**src/rtl/gep_pkg.sv**
```systemverilog
// Shared types, constants and arithmetic helpers of the gradient edge-point detector.
package gep_pkg;

    localparam int PIX_W   = 24;
    localparam int COORD_W = 12;
    localparam int GRAY_W  = 8;
    localparam int DIFF_W  = 9;
    localparam int ROWS    = 5;
    localparam int HIST_D  = 3;

    typedef logic [GRAY_W-1:0] t_gray;
    typedef logic signed [DIFF_W-1:0] t_diff;
    typedef t_gray t_gray_col [ROWS];
    typedef t_diff t_hist [HIST_D];

    typedef struct packed {
        logic [COORD_W-1:0] point_x;
        logic [COORD_W-1:0] point_y;
        logic [GRAY_W-1:0]  horiz_strength;
        logic [DIFF_W-1:0]  diag_left;
        logic [GRAY_W-1:0]  vert_strength;
        logic [DIFF_W-1:0]  diag_right;
    } t_point;

    function automatic t_gray to_gray(input logic [PIX_W-1:0] rgb);
        logic [12:0] sum;
        sum = 13'(rgb[23:16]) * 13'd11 + {1'b0, rgb[15:8], 4'b0000} + 13'(rgb[7:0]) * 13'd5;
        return sum[12:5];
    endfunction

    function automatic t_diff gray_diff(input t_gray a, input t_gray b);
        return $signed({1'b0, a}) - $signed({1'b0, b});
    endfunction

    function automatic t_gray extremum(input t_diff far_d, input t_diff near_d,
                                       input t_diff mid_d, input t_diff next_d);
        logic  cand;
        logic  keep;
        t_diff mag;
        cand = (mid_d >= near_d && mid_d > next_d) || (mid_d <= near_d && mid_d < next_d);
        keep = (mid_d > next_d && near_d > far_d) || (mid_d < next_d && near_d < far_d);
        mag  = (mid_d < 0) ? -mid_d : mid_d;
        if (!cand) begin
            return '0;
        end else if (mid_d == near_d && !keep) begin
            return '0;
        end
        return mag[GRAY_W-1:0];
    endfunction

endpackage

```
**src/rtl/gep_eval.sv**
```systemverilog
// Evaluation of one registered column: extremum tests, point fields and next history.
module gep_eval (
    input  gep_pkg::t_gray_col                 i_cur,
    input  gep_pkg::t_gray_col                 i_prev,
    input  gep_pkg::t_gray                     i_older_top,
    input  gep_pkg::t_hist                     i_hist,
    input  logic [gep_pkg::COORD_W-1:0]        i_col,
    input  logic [gep_pkg::COORD_W-1:0]        i_line,
    output gep_pkg::t_point                    o_point,
    output logic                               o_hit,
    output gep_pkg::t_hist                     o_next_hist,
    output gep_pkg::t_gray                     o_next_older
);

    gep_pkg::t_gray_col eff_prev;
    gep_pkg::t_hist     eff_hist;
    gep_pkg::t_gray     eff_older;
    gep_pkg::t_gray     center;
    gep_pkg::t_diff     next_dx;
    gep_pkg::t_diff     v_up;
    gep_pkg::t_diff     v_mid;
    gep_pkg::t_diff     v_down;
    gep_pkg::t_diff     v_far;
    gep_pkg::t_gray     hs;
    gep_pkg::t_gray     vs;
    logic               clear;

    always_comb begin
        clear = (i_col == '0);
        for (int i = 0; i < gep_pkg::ROWS; i++) begin
            eff_prev[i] = clear ? '0 : i_prev[i];
        end
        for (int i = 0; i < gep_pkg::HIST_D; i++) begin
            eff_hist[i] = clear ? '0 : i_hist[i];
        end
        eff_older = clear ? '0 : i_older_top;

        center  = eff_prev[2];
        next_dx = gep_pkg::gray_diff(center, i_cur[2]);
        hs = gep_pkg::extremum(eff_hist[2], eff_hist[1], eff_hist[0], next_dx);

        v_up   = gep_pkg::gray_diff(eff_prev[0], eff_prev[1]);
        v_mid  = gep_pkg::gray_diff(eff_prev[1], eff_prev[2]);
        v_down = gep_pkg::gray_diff(eff_prev[2], eff_prev[3]);
        v_far  = gep_pkg::gray_diff(eff_prev[3], eff_prev[4]);
        vs = gep_pkg::extremum(v_far, v_down, v_mid, v_up);

        o_hit = (hs != '0 || vs != '0) && (i_col > 12'd1) && (i_line > 12'd1);

        o_point.point_x        = i_col - 12'd1;
        o_point.point_y        = i_line - 12'd1;
        o_point.horiz_strength = hs;
        o_point.diag_left      = gep_pkg::gray_diff(center, eff_older);
        o_point.vert_strength  = vs;
        o_point.diag_right     = gep_pkg::gray_diff(center, i_cur[1]);

        o_next_hist[2] = eff_hist[1];
        o_next_hist[1] = eff_hist[0];
        o_next_hist[0] = next_dx;
        o_next_older   = eff_prev[1];
    end

endmodule

```
**src/rtl/gradient_extremum_edge_points.sv**
```systemverilog
// Top level of the gradient edge-point detector on a stream of image columns.
// One column transaction is accepted every clock unless a stall stops intake; a column is
// held in the input register and its point in the result register, and all gray conversion
// and extremum tests sit in the single logic stage between them. Columns that give no point
// simply leave the pipeline. A stalled output holds its point and stops intake only when
// both registers are full. Column zero restarts the history.
module gradient_extremum_edge_points #(
    parameter int COORD_BITS = 12
) (
    input  logic          i_clk,
    input  logic          i_rst_n,
    input  logic          s_axis_tvalid,
    output logic          s_axis_tready,
    // pix_row_m3, pix_row_m2, pix_row_m1, pix_row_0, pix_row_p1, column_index, line_index
    input  logic [143:0]  s_axis_tdata,
    output logic          m_axis_tvalid,
    input  logic          m_axis_tready,
    // point_x, point_y, horiz_strength, diag_left, vert_strength, diag_right, zero pad
    output logic [63:0]   m_axis_tdata
);

    localparam int Cw = gep_pkg::COORD_W;
    localparam logic [Cw-1:0] CoordMask = Cw'((1 << COORD_BITS) - 1);

    logic                 r_in_valid;
    logic [143:0]         r_in_data;
    logic                 r_out_valid;
    logic [63:0]          r_out_data;
    gep_pkg::t_gray_col   r_prev;
    gep_pkg::t_gray       r_older;
    gep_pkg::t_hist       r_hist;

    gep_pkg::t_gray_col   cur;
    gep_pkg::t_point      point;
    logic                 hit;
    gep_pkg::t_hist       n_hist;
    gep_pkg::t_gray       n_older;
    logic [63:0]          n_out_data;
    logic                 adv;

    always_comb begin
        for (int i = 0; i < gep_pkg::ROWS; i++) begin
            cur[i] = gep_pkg::to_gray(r_in_data[i*gep_pkg::PIX_W +: gep_pkg::PIX_W]);
        end
    end

    gep_eval u_eval (
        .i_cur        (cur),
        .i_prev       (r_prev),
        .i_older_top  (r_older),
        .i_hist       (r_hist),
        .i_col        (r_in_data[131:120]),
        .i_line       (r_in_data[143:132]),
        .o_point      (point),
        .o_hit        (hit),
        .o_next_hist  (n_hist),
        .o_next_older (n_older)
    );

    assign adv           = !r_out_valid || m_axis_tready;
    assign s_axis_tready = !r_in_valid || adv;
    assign m_axis_tvalid = r_out_valid;
    assign m_axis_tdata  = r_out_data;

    assign n_out_data = {6'b0, point.diag_right, point.vert_strength, point.diag_left,
                         point.horiz_strength, point.point_y & CoordMask,
                         point.point_x & CoordMask};

    always_ff @(posedge i_clk) begin
        if (!i_rst_n) begin
            r_in_valid  <= 1'b0;
            r_out_valid <= 1'b0;
            r_older     <= '0;
            for (int i = 0; i < gep_pkg::ROWS; i++) begin
                r_prev[i] <= '0;
            end
            for (int i = 0; i < gep_pkg::HIST_D; i++) begin
                r_hist[i] <= '0;
            end
        end else begin
            if (s_axis_tready) begin
                r_in_valid <= s_axis_tvalid;
            end
            if (adv) begin
                r_out_valid <= r_in_valid && hit;
                if (r_in_valid) begin
                    r_prev  <= cur;
                    r_older <= n_older;
                    r_hist  <= n_hist;
                end
            end
        end
    end

    always_ff @(posedge i_clk) begin
        if (s_axis_tready && s_axis_tvalid) begin
            r_in_data <= s_axis_tdata;
        end
        if (adv && r_in_valid) begin
            r_out_data <= n_out_data;
        end
    end

endmodule

```
**config.mk**
```make
export PLATFORM = sky130hd
export DESIGN_NAME = gradient_extremum_edge_points
export DESIGN_NICKNAME = d
export VERILOG_FILES = /design/src/rtl/gep_pkg.sv /design/src/rtl/gep_eval.sv /design/src/rtl/gradient_extremum_edge_points.sv
export SDC_FILE = /design/constraint.sdc
export NUM_CORES = 1
export LEC_CHECK = 0
export BUFFER_PORTS_ARGS = -buffer_cell sky130_fd_sc_hd__buf_4
export CAP_MARGIN = 25
export CELL_PAD_IN_SITES_DETAIL_PLACEMENT = 0
export CELL_PAD_IN_SITES_GLOBAL_PLACEMENT = 1
export CORE_ASPECT_RATIO = 0.7
export CORE_MARGIN = 2
export CORE_UTILIZATION = 51
export CTS_CLUSTER_DIAMETER = 150
export CTS_CLUSTER_SIZE = 16
export DETAILED_ROUTE_END_ITERATION = 6
export PLACE_DENSITY_LB_ADDON = 0.2
export SYNTH_ARGS = -nofsm -noshare
export SYNTH_HDL_FRONTEND = slang
export SYNTH_SLANG_ARGS = --single-unit
```
**constraint.sdc**
```tcl
create_clock -name i_clk -period 20.4 [get_ports i_clk]
set_input_delay 4.08 -clock i_clk [delete_from_list [all_inputs] [get_ports i_clk]]
set_output_delay 4.08 -clock i_clk [all_outputs]
set_load 0.02 [all_outputs]
```
* After elaboration in Yosys (flattened, before gate mapping) *
Cells that the tools add are included.

storage, ports and cells
  register bits after elaboration = 279
  input port bits = 148
  output and inout port bits = 66
  logic and storage cells = 113

operators by class
  $add $sub $neg = 21
  $mul = 10
  $lt $le $gt $ge = 16
  eq/ne operators = 2
  multiplexer cells = 21
  reduce and logical (&&, ||, !) cells = 30

operators by type and width
  kind                                                            count
  two-way mux 8 bit                                               14
  adder 12 x 12 -> 13 bit                                         5
  adder 13 x 11 -> 13 bit                                         5
  subtractor 8 x 8 -> 9 bit                                       7
  multiplier 8 x 4 -> 12 bit, second input constant               5
  multiplier 8 x 3 -> 11 bit, second input constant               5
  greater-than comparator 9 bit                                   4
  < comparator 9 bit                                              4
  two-way mux 9 bit                                               3
  greater-than comparator 12 x 1 -> 1 bit, second input constant  2
  subtractor 12 x 1 -> 12 bit, second input constant              2
  == test 9 bit                                                   2
  greater-or-equal comparator 9 bit                               2
  <= comparator 9 bit                                             2
  < comparator 9 x 1 -> 1 bit, second input constant              2
  negation 8 bit                                                  2
  nonzero test 8 bit                                              2
  logical AND 1 bit                                               15
  logical NOT 12 bit                                              1
  logical OR 1 bit                                                7
  logical NOT 1 bit                                               4
  two-way mux 1 bit                                               4
  AND reduction 2 bit                                             1

* Logic depth before layout (Yosys ltp) *
  word-level depth = 17
  mapped depth = 33
  depth with buffers taken out = 33

* Hierarchy *
From an unflattened synthesis, not the netlist that was laid out.

unflattened totals
  cell total of the unflattened synthesis = 2030
  area total of the unflattened synthesis = 20960.1 um^2

modules (own cells, without submodules)
  module                         instances  cells an instance  area an instance (um^2)  seq. area each (um^2)
  gradient_extremum_edge_points  1          1203               15334.7                  7607.3
  gep_eval                       1          827                5625.4                   0.0

* Least setup slack after synthesis *
Ideal clock, no wire load.

  path type = in2out
  from = in m_axis_tready
  to = out s_axis_tready
  arrival time = 4.405 ns
  path slack = 11.915 ns
  stages on the path = 2
  buffers on the path = 0
  cell sequence = nor2b_1 -> nand2_1

on the way
  longest elaborated chain between the ends = 2

RTL lines
  what              line                                 RTL
  from (decl)       gradient_extremum_edge_points.sv:17  input logic m_axis_tready,
  logical OR 1 bit  gradient_extremum_edge_points.sv:60  assign adv = !r_out_valid || m_axis_tready;
  logical OR 1 bit  gradient_extremum_edge_points.sv:61  assign s_axis_tready = !r_in_valid || adv;
  to (decl)         gradient_extremum_edge_points.sv:13  output logic s_axis_tready,

Every way passes these cells.

* Worst setup path after layout *
Ends and elaborated chain as after synthesis.

==> metrics.yaml <==
floorplanning:
  die_w_um: 238.9
  initial_core_util_pct: 51.47
  rows: 60
  ios: 214
  core_sq_um: 38290
  die-area_sq_um: 40250
  dieHeight_um: 168.5
clocking:
  cts_max_level: 1
  clockBufferDepth: 3
  clk_pin_slew_worst_paths_ns: 0.07
  cts_hold_buf: 0
  tritoncts: "built"
  cts_root_buffer: "clkbuf_16"
  cts_resized: 0
  postCtsSetupRepairBufs: 0
  cts_buffers: 21
  worstSkewPairLatency_ns: 0.53
  cts.sinks: 279
detailed_routing:
  wire_per_inst_um: 15.59
  ant_nets: 0
  wirelength_mm: 39.91
  drcViolationCount: 0
  drtIter0Drc: 515
  firstDrtPassIters: 5
  via_count: 13100
  vias_per_cell: 5.117
final_layout:
  fin_util_pct: 58.40
  layout-drive-gt1-share_pct: 12.75
  final-seq-area_sq_um: 7607
  nNetsFinal: 2595
  multi_input_comb_area_sq_um: 10820
  diodes: 0
  area_delta_synth_final_pct: 13.47
  fillers: 3305
  final_area_sq_um: 22360
pwr:
  p_total_mw: 3.920
  ir_drop_v: 0.0001709
  p_per_area_nw_per_um2: 175.3
  power.leakage_nw: 10.41
placement:
  place_area_sq_um: 21770
  dp.final_hpwl_mm: 31.30
  port_buffers: 207
  gp_congestion: 0.8459
sta:
  maxSlewHeadroom_pct: 35.21
  rsz0062_at_grt: "no"
  min_period_ns: 8.747
  fin_skew_ns: 0.02083
  worst_slew_pin_slew_ns: 0.9719
  finalHoldViolCount: 0
  final.period_utilization_pct: 42.88
  final.setup.tns_ns: 0
  fmax_mhz: 114.3
  slew_violations: 0
  setup_viol: 0
critical_path:
  critical_path.startpoint_type: "input pin"
  cp-end-kind: "output pin"
  path_common_cell: "buf_4"
  crit_buf_inv: 2
  critPathSlowestCell: "nor2b_1"
  crit_type: "input pin to output pin"
  cp_top_family: "simple AND/OR/NAND/NOR gates"
  arrival_ns: 4.67
  worstPathCellList: "buf_4 > nor2b_1 > nand2_1 > buf_4"
  crit_required_ns: 16.32
  worstPathMaxFanout: 3
  max_stage_delay_ns: 0.20
run_status:
  status: "complete, no violations"
logic_synthesis:
  synth_edf_count: 202
  synth_seq_cells: 279
  ys_warn_count: 0
  synth.distinct_cells: 74
  synth.area.top_cells: "edfxtp_1, ha_1, fa_1, dfxtp_1, inv_1"
  synth.cell_area_sq_um: 19710
  synth_top_cell_area_share_pct: 30.78
  ys.flop_type: "edfxtp_1"
  yosysTopAreaCell: "edfxtp_1"
  synth-async-reset-ratio_pct: 0
  netlist_instances: 1849
  yosysSeqAreaShare_pct: 38.60
  syn_avg_cell_area_sq_um: 10.66
grt:
  grt_pass1_vias: 12940
  grt-ovfl-total: 0
  grt_max_degree: 80
  grt_pass1_wl_mm: 65.41
  track_usage_pct: 20.20
  antenna_found_initial: 0
run:
  maxCapViolations: 0
worst_hold_path:
  hold_class: "flip-flop to flip-flop"
## worst reg2reg max path, delay by kind of cell (launching register included)
kind | cells | cell delay (ns)
fa+ha+maj | 8 | 3.05
compound gates | 10 | 2.28
simple gates | 8 | 1.43
buf+inv | 2 | 0.22
flops | 1 | 0.47
xor+xnor | 3 | 0.70
## layout make-up
cell class / count / area share [%]
well taps: 496 / 2.775
inverters: 297 / 4.997
flip-flops and latches: 279 / 34.02
repair buffers: 213 / 7.151
clock inverters: 1 / 0.05036
clock buffers: 36 / 2.602
multi-input cells: 1237 / 48.40
## cell usage in the layout (no fill, tap or decap), types with 51 or more instances in the layout
cell type / synthesis / layout
a21oi_1: 116 / 116
nand2_1: 195 / 194
edfxtp_1: 202 / 202
dfxtp_1: 77 / 77
inv_1: 295 / 294
buf_4: 6 / 213
xor2_1: 62 / 62
nor2_1: 89 / 89
fa_1: 132 / 132
ha_1: 266 / 266
xnor2_1: 51 / 51
## cells by family after synthesis
family / count (synthesis) / share of synthesized area [%]
buffers and inverters: 338 / 6.597
AND/OR/NAND/NOR: 435 / 10.27
multiplexers: 1 / 0.05080
XOR/XNOR: 113 / 5.022
flip-flops: 279 / 38.60
AO/OA/AOI/OAI: 282 / 9.016
other: 1 / 0.01903
adder cells (fa/ha/maj): 400 / 30.42
## final timing paths
kind | from | endpoint | slack (ns) | depth (start not counted)
worst min-delay path | r_hist[0] | r_hist[0] | 0.45 | 2
worst max register to register | r_in_data[66] | m_axis_tvalid | 12.22 | 31
worst min register to register | r_hist[0] | r_hist[0] | 0.45 | 2
worst max-delay path | m_axis_tready | s_axis_tready | 11.65 | 4
## routing by layer
metal,vias to the layer above,global-route usage (%),share of wire (%)
met5,-,0,0
met1,6237,30.53,51
met4,0,3.152,1.3
met3,31,3.033,3.9
met2,214,31.41,43
li1,6613,-,-
## synthesized netlist by cell type (2+ instances only)
cell type and n:
inv_1 295, ha_1 266, edfxtp_1 202, nand2_1 195, fa_1 132, a21oi_1 116, nor2_1 89, dfxtp_1 77
xor2_1 62, xnor2_1 51, o21ai_0 40, a21o_1 36, clkbuf_1 30, and2_1 24, nor2b_1 21, nand3_1 20
nor3_1 18, and3_1 15, nand2b_1 14, o21bai_1 13, a211oi_1 10, nand4_1 9, o21a_1 9, o211ai_1 8
or2_2 8, a31o_2 6, buf_4 6, o22ai_1 6, o31ai_1 6, a221o_1 5, and4_1 5, buf_1 3
nor4_1 3, or3_1 3, a31oi_1 2, a32oi_1 2, a41oi_1 2, and3b_1 2, o2111ai_1 2, o32ai_1 2
## sequential cells by signal, indices dropped and copies added, names as in the netlist
register,flops
r_older,8
r_prev,40
r_hist,27
r_in_data,144
m_axis_tdata,58
r_in_valid,1
m_axis_tvalid,1
## through the flow
| stage | std cells | hold slack [ns] | setup slack, ns |
|---|---|---|---|
| global placement | 2522 | 0.4398 | 11.66 |
| detailed placement | 2522 | 0.4436 | 11.67 |
| floorplan | 1854 | 0.4167 | 11.91 |
| global route | 2559 | 0.4777 | 11.60 |
| finish | 2559 | 0.4512 | 11.65 |
| CTS | 2559 | 0.4540 | 11.67 |
## power breakdown
group          total (mW)  leakage (nW)  switching (mW)  internal, mW
Combinational        2.71          7.55            1.56          1.15
Clock               0.396         0.283           0.201         0.195
Sequential          0.812          2.58          0.0551         0.757
(Power assumes the default switching activity.)
